===== src/design/see_pkg.sv =====
// ----------------------------------------------------------------------------
// see_pkg
// Shared types and constants for the prefix expression stack evaluator.
// ----------------------------------------------------------------------------
package see_pkg;

	localparam int STACK_DEPTH = 16;
	localparam int DEPTH_W     = $clog2(STACK_DEPTH + 1);
	localparam int VALUE_W     = 32;

	localparam logic signed [VALUE_W-1:0] Q_MAX = {1'b0, {(VALUE_W-1){1'b1}}};
	localparam logic signed [VALUE_W-1:0] Q_MIN = {1'b1, {(VALUE_W-1){1'b0}}};

	typedef enum logic [1:0] {
		OP_PUSH = 2'd0,
		OP_ADD  = 2'd1,
		OP_MUL  = 2'd2,
		OP_BAD  = 2'd3
	} opcode_t;

	typedef enum logic [1:0] {
		ST_OK   = 2'd0,
		ST_FEW  = 2'd1,
		ST_FULL = 2'd2,
		ST_BAD  = 2'd3
	} status_t;

	typedef struct packed {
		logic push;
		logic pop;
	} cell_ctl_t;

endpackage


===== src/design/see_cell.sv =====
// ----------------------------------------------------------------------------
// see_cell
// One stack entry; shifts down on a push and up on an operator.
// ----------------------------------------------------------------------------
module see_cell
	import see_pkg::*;
(
	input  logic                      clk,
	input  cell_ctl_t                 ctl,
	input  logic signed [VALUE_W-1:0] from_above,
	input  logic signed [VALUE_W-1:0] from_below,
	output logic signed [VALUE_W-1:0] entry
);

	logic signed [VALUE_W-1:0] entry_q;

	always_ff @(posedge clk) begin
		if (ctl.push) begin
			entry_q <= from_above;
		end else if (ctl.pop) begin
			entry_q <= from_below;
		end
	end

	assign entry = entry_q;

endmodule


===== src/design/see_alu.sv =====
// ----------------------------------------------------------------------------
// see_alu
// Registered Q16.16 sum and product of the two top entries, saturated.
// ----------------------------------------------------------------------------
module see_alu
	import see_pkg::*;
(
	input  logic                      clk,
	input  logic                      load,
	input  logic signed [VALUE_W-1:0] first,
	input  logic signed [VALUE_W-1:0] second,
	input  logic                      sel_mul,
	output logic signed [VALUE_W-1:0] result
);

	logic signed [VALUE_W:0]       sum_s1;
	logic signed [2*VALUE_W-1:0]   prod_s1;
	logic signed [VALUE_W-1:0]     sum_sat;
	logic signed [VALUE_W-1:0]     prod_sat;
	logic [VALUE_W/2:0]            prod_high;

	always_ff @(posedge clk) begin
		if (load) begin
			sum_s1  <= {first[VALUE_W-1], first} + {second[VALUE_W-1], second};
			prod_s1 <= first * second;
		end
	end

	// The shift by 16 floors, which is rounding toward minus infinity.
	assign prod_high = prod_s1[2*VALUE_W-1:VALUE_W+VALUE_W/2-1];

	always_comb begin
		if (sum_s1[VALUE_W] != sum_s1[VALUE_W-1]) begin
			sum_sat = sum_s1[VALUE_W] ? Q_MIN : Q_MAX;
		end else begin
			sum_sat = sum_s1[VALUE_W-1:0];
		end
		if ((prod_high != '0) && (prod_high != '1)) begin
			prod_sat = prod_s1[2*VALUE_W-1] ? Q_MIN : Q_MAX;
		end else begin
			prod_sat = prod_s1[VALUE_W+VALUE_W/2-1:VALUE_W/2];
		end
		result = sel_mul ? prod_sat : sum_sat;
	end

endmodule


===== src/design/stack_expression_evaluator.sv =====
// A token is accepted when start is high and busy is low; busy is high for the
// following cycle while the registered multiply finishes and the stack cells
// shift, and the result word appears on the cycle after that with valid high
// for exactly one cycle. A new token is not accepted while busy is high. The
// result cannot be held off by the receiver.
// ----------------------------------------------------------------------------
// stack_expression_evaluator
// Prefix expression evaluator on a row of stack cells, signed Q16.16 values.
// ----------------------------------------------------------------------------
module stack_expression_evaluator
	import see_pkg::*;
(
	input  logic                      clk,
	input  logic                      arst_n,
	input  logic                      start,
	output logic                      busy,
	input  logic [1:0]                opcode,
	input  logic signed [VALUE_W-1:0] value,
	input  logic                      last,
	output logic                      valid,
	output logic [1:0]                status,
	output logic signed [VALUE_W-1:0] top_value,
	output logic [DEPTH_W-1:0]        stack_depth,
	output logic                      operator_seen,
	output logic                      done_res
);

	logic                      busy_s1;
	opcode_t                   op_s1;
	logic signed [VALUE_W-1:0] value_s1;
	logic                      last_s1;

	logic [DEPTH_W-1:0]        depth_q;
	status_t                   error_q;
	logic                      any_op_q;

	logic                      valid_q;
	status_t                   status_q;
	logic signed [VALUE_W-1:0] top_q;
	logic [DEPTH_W-1:0]        depth_out_q;
	logic                      op_seen_q;
	logic                      done_q;

	logic                      accept;
	logic                      err_ok;
	logic                      push_ok;
	logic                      oper_ok;
	status_t                   err_n;
	logic [DEPTH_W-1:0]        depth_n;
	logic                      any_op_n;
	logic signed [VALUE_W-1:0] top_n;
	logic signed [VALUE_W-1:0] alu_result;
	cell_ctl_t                 ctl;

	logic signed [VALUE_W-1:0] entry [STACK_DEPTH];

	assign accept = start && !busy_s1;

	always_ff @(posedge clk or negedge arst_n) begin
		if (!arst_n) begin
			busy_s1 <= 1'b0;
		end else begin
			busy_s1 <= accept;
		end
	end

	always_ff @(posedge clk) begin
		if (accept) begin
			op_s1    <= opcode_t'(opcode);
			value_s1 <= value;
			last_s1  <= last;
		end
	end

	see_alu u_alu (
		.clk     (clk),
		.load    (accept),
		.first   (entry[0]),
		.second  (entry[1]),
		.sel_mul (op_s1 == OP_MUL),
		.result  (alu_result)
	);

	always_comb begin
		err_ok  = (error_q == ST_OK);
		push_ok = err_ok && (op_s1 == OP_PUSH) && (depth_q < DEPTH_W'(STACK_DEPTH));
		oper_ok = err_ok && ((op_s1 == OP_ADD) || (op_s1 == OP_MUL))
			&& (depth_q >= DEPTH_W'(2));
		err_n = error_q;
		if (err_ok) begin
			case (op_s1)
				OP_PUSH: err_n = push_ok ? ST_OK : ST_FULL;
				OP_ADD,
				OP_MUL:  err_n = oper_ok ? ST_OK : ST_FEW;
				default: err_n = ST_BAD;
			endcase
		end
		if (push_ok) begin
			depth_n = depth_q + DEPTH_W'(1);
		end else if (oper_ok) begin
			depth_n = depth_q - DEPTH_W'(1);
		end else begin
			depth_n = depth_q;
		end
		any_op_n = any_op_q || oper_ok;
		if (oper_ok) begin
			top_n = alu_result;
		end else if (push_ok) begin
			top_n = value_s1;
		end else if (depth_q != '0) begin
			top_n = entry[0];
		end else begin
			top_n = '0;
		end
		ctl.push = busy_s1 && push_ok;
		ctl.pop  = busy_s1 && oper_ok;
	end

	for (genvar i = 0; i < STACK_DEPTH; i++) begin : g_cell
		logic signed [VALUE_W-1:0] above;
		logic signed [VALUE_W-1:0] below;
		if (i == 0) begin : g_top
			assign above = value_s1;
			assign below = alu_result;
		end else if (i == STACK_DEPTH - 1) begin : g_bottom
			assign above = entry[i-1];
			assign below = entry[i];
		end else begin : g_mid
			assign above = entry[i-1];
			assign below = entry[i+1];
		end
		see_cell u_cell (
			.clk        (clk),
			.ctl        (ctl),
			.from_above (above),
			.from_below (below),
			.entry      (entry[i])
		);
	end

	always_ff @(posedge clk or negedge arst_n) begin
		if (!arst_n) begin
			depth_q  <= '0;
			error_q  <= ST_OK;
			any_op_q <= 1'b0;
			valid_q  <= 1'b0;
		end else begin
			valid_q <= busy_s1;
			if (busy_s1) begin
				if (last_s1) begin
					depth_q  <= '0;
					error_q  <= ST_OK;
					any_op_q <= 1'b0;
				end else begin
					depth_q  <= depth_n;
					error_q  <= err_n;
					any_op_q <= any_op_n;
				end
			end
		end
	end

	always_ff @(posedge clk) begin
		if (busy_s1) begin
			status_q    <= err_n;
			top_q       <= top_n;
			depth_out_q <= depth_n;
			op_seen_q   <= any_op_n && (err_n == ST_OK);
			done_q      <= last_s1;
		end
	end

	assign busy          = busy_s1;
	assign valid         = valid_q;
	assign status        = status_q;
	assign top_value     = top_q;
	assign stack_depth   = depth_out_q;
	assign operator_seen = op_seen_q;
	assign done_res      = done_q;

	a_token_two_cycles: assert property (@(posedge clk) disable iff (!arst_n)
		busy |=> !busy && valid)
		else $error("token did not finish in two cycles");

	a_valid_follows_busy: assert property (@(posedge clk) disable iff (!arst_n)
		valid |-> $past(busy))
		else $error("result word without a token");

	a_depth_bound: assert property (@(posedge clk) disable iff (!arst_n)
		depth_q <= DEPTH_W'(STACK_DEPTH))
		else $error("stack depth beyond capacity");

	a_error_clears_flag: assert property (@(posedge clk) disable iff (!arst_n)
		valid && (status != ST_OK) |-> !operator_seen)
		else $error("operator flag set with an error");

	a_error_holds_depth: assert property (@(posedge clk) disable iff (!arst_n)
		busy && (error_q != ST_OK) && !last_s1 |=> $stable(depth_q))
		else $error("stack changed while an error was latched");

endmodule

===== config.mk =====
export PLATFORM = sky130hd
export DESIGN_NAME = stack_expression_evaluator
export DESIGN_NICKNAME = d
export VERILOG_FILES = /design/src/design/see_pkg.sv /design/src/design/see_cell.sv /design/src/design/see_alu.sv /design/src/design/stack_expression_evaluator.sv
export SDC_FILE = /design/constraint.sdc
export NUM_CORES = 2
export LEC_CHECK = 0
export BUFFER_PORTS_ARGS = -buffer_cell sky130_fd_sc_hd__buf_4
export CAP_MARGIN = 20
export CORE_MARGIN = 3
export CORE_UTILIZATION = 71
export DETAILED_ROUTE_END_ITERATION = 8
export HOLD_SLACK_MARGIN = 0.02
export PLACE_DENSITY = 0.88
export SYNTH_ARGS = -nofsm -noshare
export SYNTH_HDL_FRONTEND = slang
export SYNTH_SLANG_ARGS = --single-unit

===== constraint.sdc =====
create_clock -name clk -period 68.1 [get_ports clk]
set_input_delay 13.62 -clock clk [delete_from_list [all_inputs] [get_ports clk]]
set_output_delay 13.62 -clock clk [all_outputs]
set_load 0.01 [all_outputs]

==> flow_metrics.tcl <==
set metrics [dict create \
    tns_ps 0 \
    synth_top_area_frac 0.3349 \
    drv_slew 0 \
    clk_path_buf_depth 3 \
    seq_area_frac_synth 0.3145 \
    vias_per_cell 6.026 \
    cts.sinks 679 \
    gp_congestion 0.9900 \
    syn_nets 7856 \
    wl_microns 164300 \
    cts-buffers-inserted 73 \
    grt_pass1_vias 50285 \
    dp.cells 7529 \
    outcome "complete, no violations" \
    synth_top_flop_cell "edfxtp_1" \
    drive_gt1_frac 0.04730 \
    path_cells "buf_4 > nor2b_4 > buf_4 > buf_4" \
    portBuffers 80 \
    setup_violations 0 \
    dr.pass1.iters 7 \
    clk_latency_ps 680 \
    hpwl_microns 113300 \
    gr-usage-all-layers 0.3626 \
    die-width_microns 307.8 \
    nets 7772 \
    fin_crit_sh 0.2219 \
    end_kind "flop" \
    r2r_slack_ps 58840 \
    cp.arrival_ps 15380 \
    coreArea_sq_mm 0.09015 \
    areaGrowthSynthToFinish_pct 6.334 \
    synth_commonest_cells "nand2_1, fa_1, inv_1" \
    worst_pin_slew_ps 1352 \
    ctsResizeCount 0 \
    drt_iter0_markers 4672 \
    cts_tree "built" \
    crit_buf_inv 3 \
    maxCapViolCount 0 \
    ys_ff_latch 679 \
    hold_violations 0 \
    slowest_stage "buf_4" \
    yosysMostFrequentCell "nand2_1" \
    crit_required_ps 68380 \
    fmax_ghz 0.06619 \
    path_class "input port to flop" \
    cts_root_buffer "clkbuf_16" \
    grt_setup_unrepaired "false" \
    critPathTopFamily "buffers and inverters" \
    syn-cell-area_sq_mm 0.06468 \
    synth_edf_count 669 \
    ys_types 65 \
    start_kind "input port" \
    via_count 46213 \
    path_clk_slew_ps 60 \
    h-tree-depth 3 \
    utilization 0.7629 \
    cts_setup_buffers 0 \
    std_cell_rows 110 \
    die_h_microns 307.8 \
    nFillCells 5396 \
    die-area_sq_mm 0.09475 \
    grt.overflow.total 0 \
    stdcell_area_sq_mm 0.06877 \
    synthCells 6516 \
    avgSynthCellArea_sq_um 9.926 \
    critPathMaxStageDelay_ps 870 \
    synth_top_cell_by_area "fa_1" \
    synth-async-reset-ratio 0.01473 \
    ys_warn_count 0 \
    finClkSkew_ps 41.48 \
    place_area_sq_mm 0.06626 \
    final_cells 7669 \
    ios 81 \
    synth.area.top_cells "fa_1, edfxtp_1, nand2_1, inv_1, and2_1" \
    slew_headroom 0.09893 \
    hold_class "flop to flop" \
    wl_per_cell_microns 21.43 \
    start_util 0.7175 \
    cpMostUsedCell "buf_4" \
    ant_nets 0 \
    antenna_found_initial 9 \
    grt_pass1_wl_microns 263700 \
    grt_max_degree 255 \
    fin_crit_ps 15110 \
    postCtsHoldBufs 0 \
    drc 0 \
    cp_max_fo 71 \
]
-- worst paths after layout --
kind / to / depth (start not counted) / from
worst min-delay path: g_cell[15].u_cell.entry[22]$_DFFE_PP_ / 0 / g_cell[14].u_cell.entry[22]$_DFFE_PP_
worst max register to register: u_alu.prod_s1[63]$_DFFE_PP_ / 26 / g_cell[1].u_cell.entry[5]$_DFFE_PP_
worst min register to register: g_cell[15].u_cell.entry[22]$_DFFE_PP_ / 0 / g_cell[14].u_cell.entry[22]$_DFFE_PP_
max in group asynchronous: busy$_DFF_PN0_ / 1 / arst_n
min in group asynchronous: valid$_DFF_PN0_ / 1 / arst_n
worst max-delay path: u_alu.sum_s1[12]$_DFFE_PP_ / 4 / start
-- cell usage in the layout, fill, tap and decap left out, types with 64 or more instances in the layout --
master	instances
nor2_1	116
a21oi_1	136
ha_1	220
fa_1	1082
edfxtp_1	669
nand2_1	1981
inv_1	1062
clkbuf_16	73
xnor2_1	64
and2_1	486
buf_4	167
-- layer usage --
| metal | track usage | share of wire | up-vias |
|---|---|---|---|
| met1 | 0.4307 | 0.33 | 22809 |
| met5 | 0.003033 | 0.00063 | - |
| met2 | 0.5769 | 0.47 | 2822 |
| met3 | 0.1143 | 0.12 | 977 |
| li1 | - | - | 19593 |
| met4 | 0.2340 | 0.081 | 12 |
-- area by class of cell --
class / count / area (sq um) / area share
inverters: 1063 / 3998 / 0.05813
repair buffers: 173 / 1404 / 0.02041
multi-input cells: 4442 / 39160 / 0.5693
clock buffers: 87 / 1899 / 0.02762
flip-flops and latches: 679 / 20340 / 0.2958
well taps: 1176 / 1471 / 0.02139
clock inverters: 46 / 499.2 / 0.007259
diodes: 3 / 7.507 / 0.0001092
-- state kept, by name (all words and copies together) (netlist names) --
register and cells:
g_cell.u_cell.entry 512, u_alu.prod_s1 48, u_alu.sum_s1 33, g_cell.above 32
top_value 32, depth_q 5, stack_depth 5, error_q 2
op_s1 2, status 2, any_op_q 1, busy 1
done_res 1, last_s1 1, operator_seen 1, valid 1
-- through the flow --
step / hold WS, ps / setup WS (ps)
detailed placement: 431.9 / 52330
global placement: 430.6 / 52410
finish: 454.3 / 52990
CTS: 456.6 / 53030
global route: 465.3 / 52910
floorplan: 426.2 / 45210
-- cells by family after synthesis --
family                     after synthesis  synth area share
xor gates and xnor gates                90           0.01219
and+or+nand+nor                       2706            0.1802
DFF                                    679            0.3145
adders and majority gates             1302            0.3775
muxes                                    1         0.0001548
buffers and inverters                 1395           0.08109
AOI/OAI and AO/OA                      343           0.03445
Power is not shown: default switching activity piles up to over one toggle a cycle in this logic, so the estimate is an artifact.
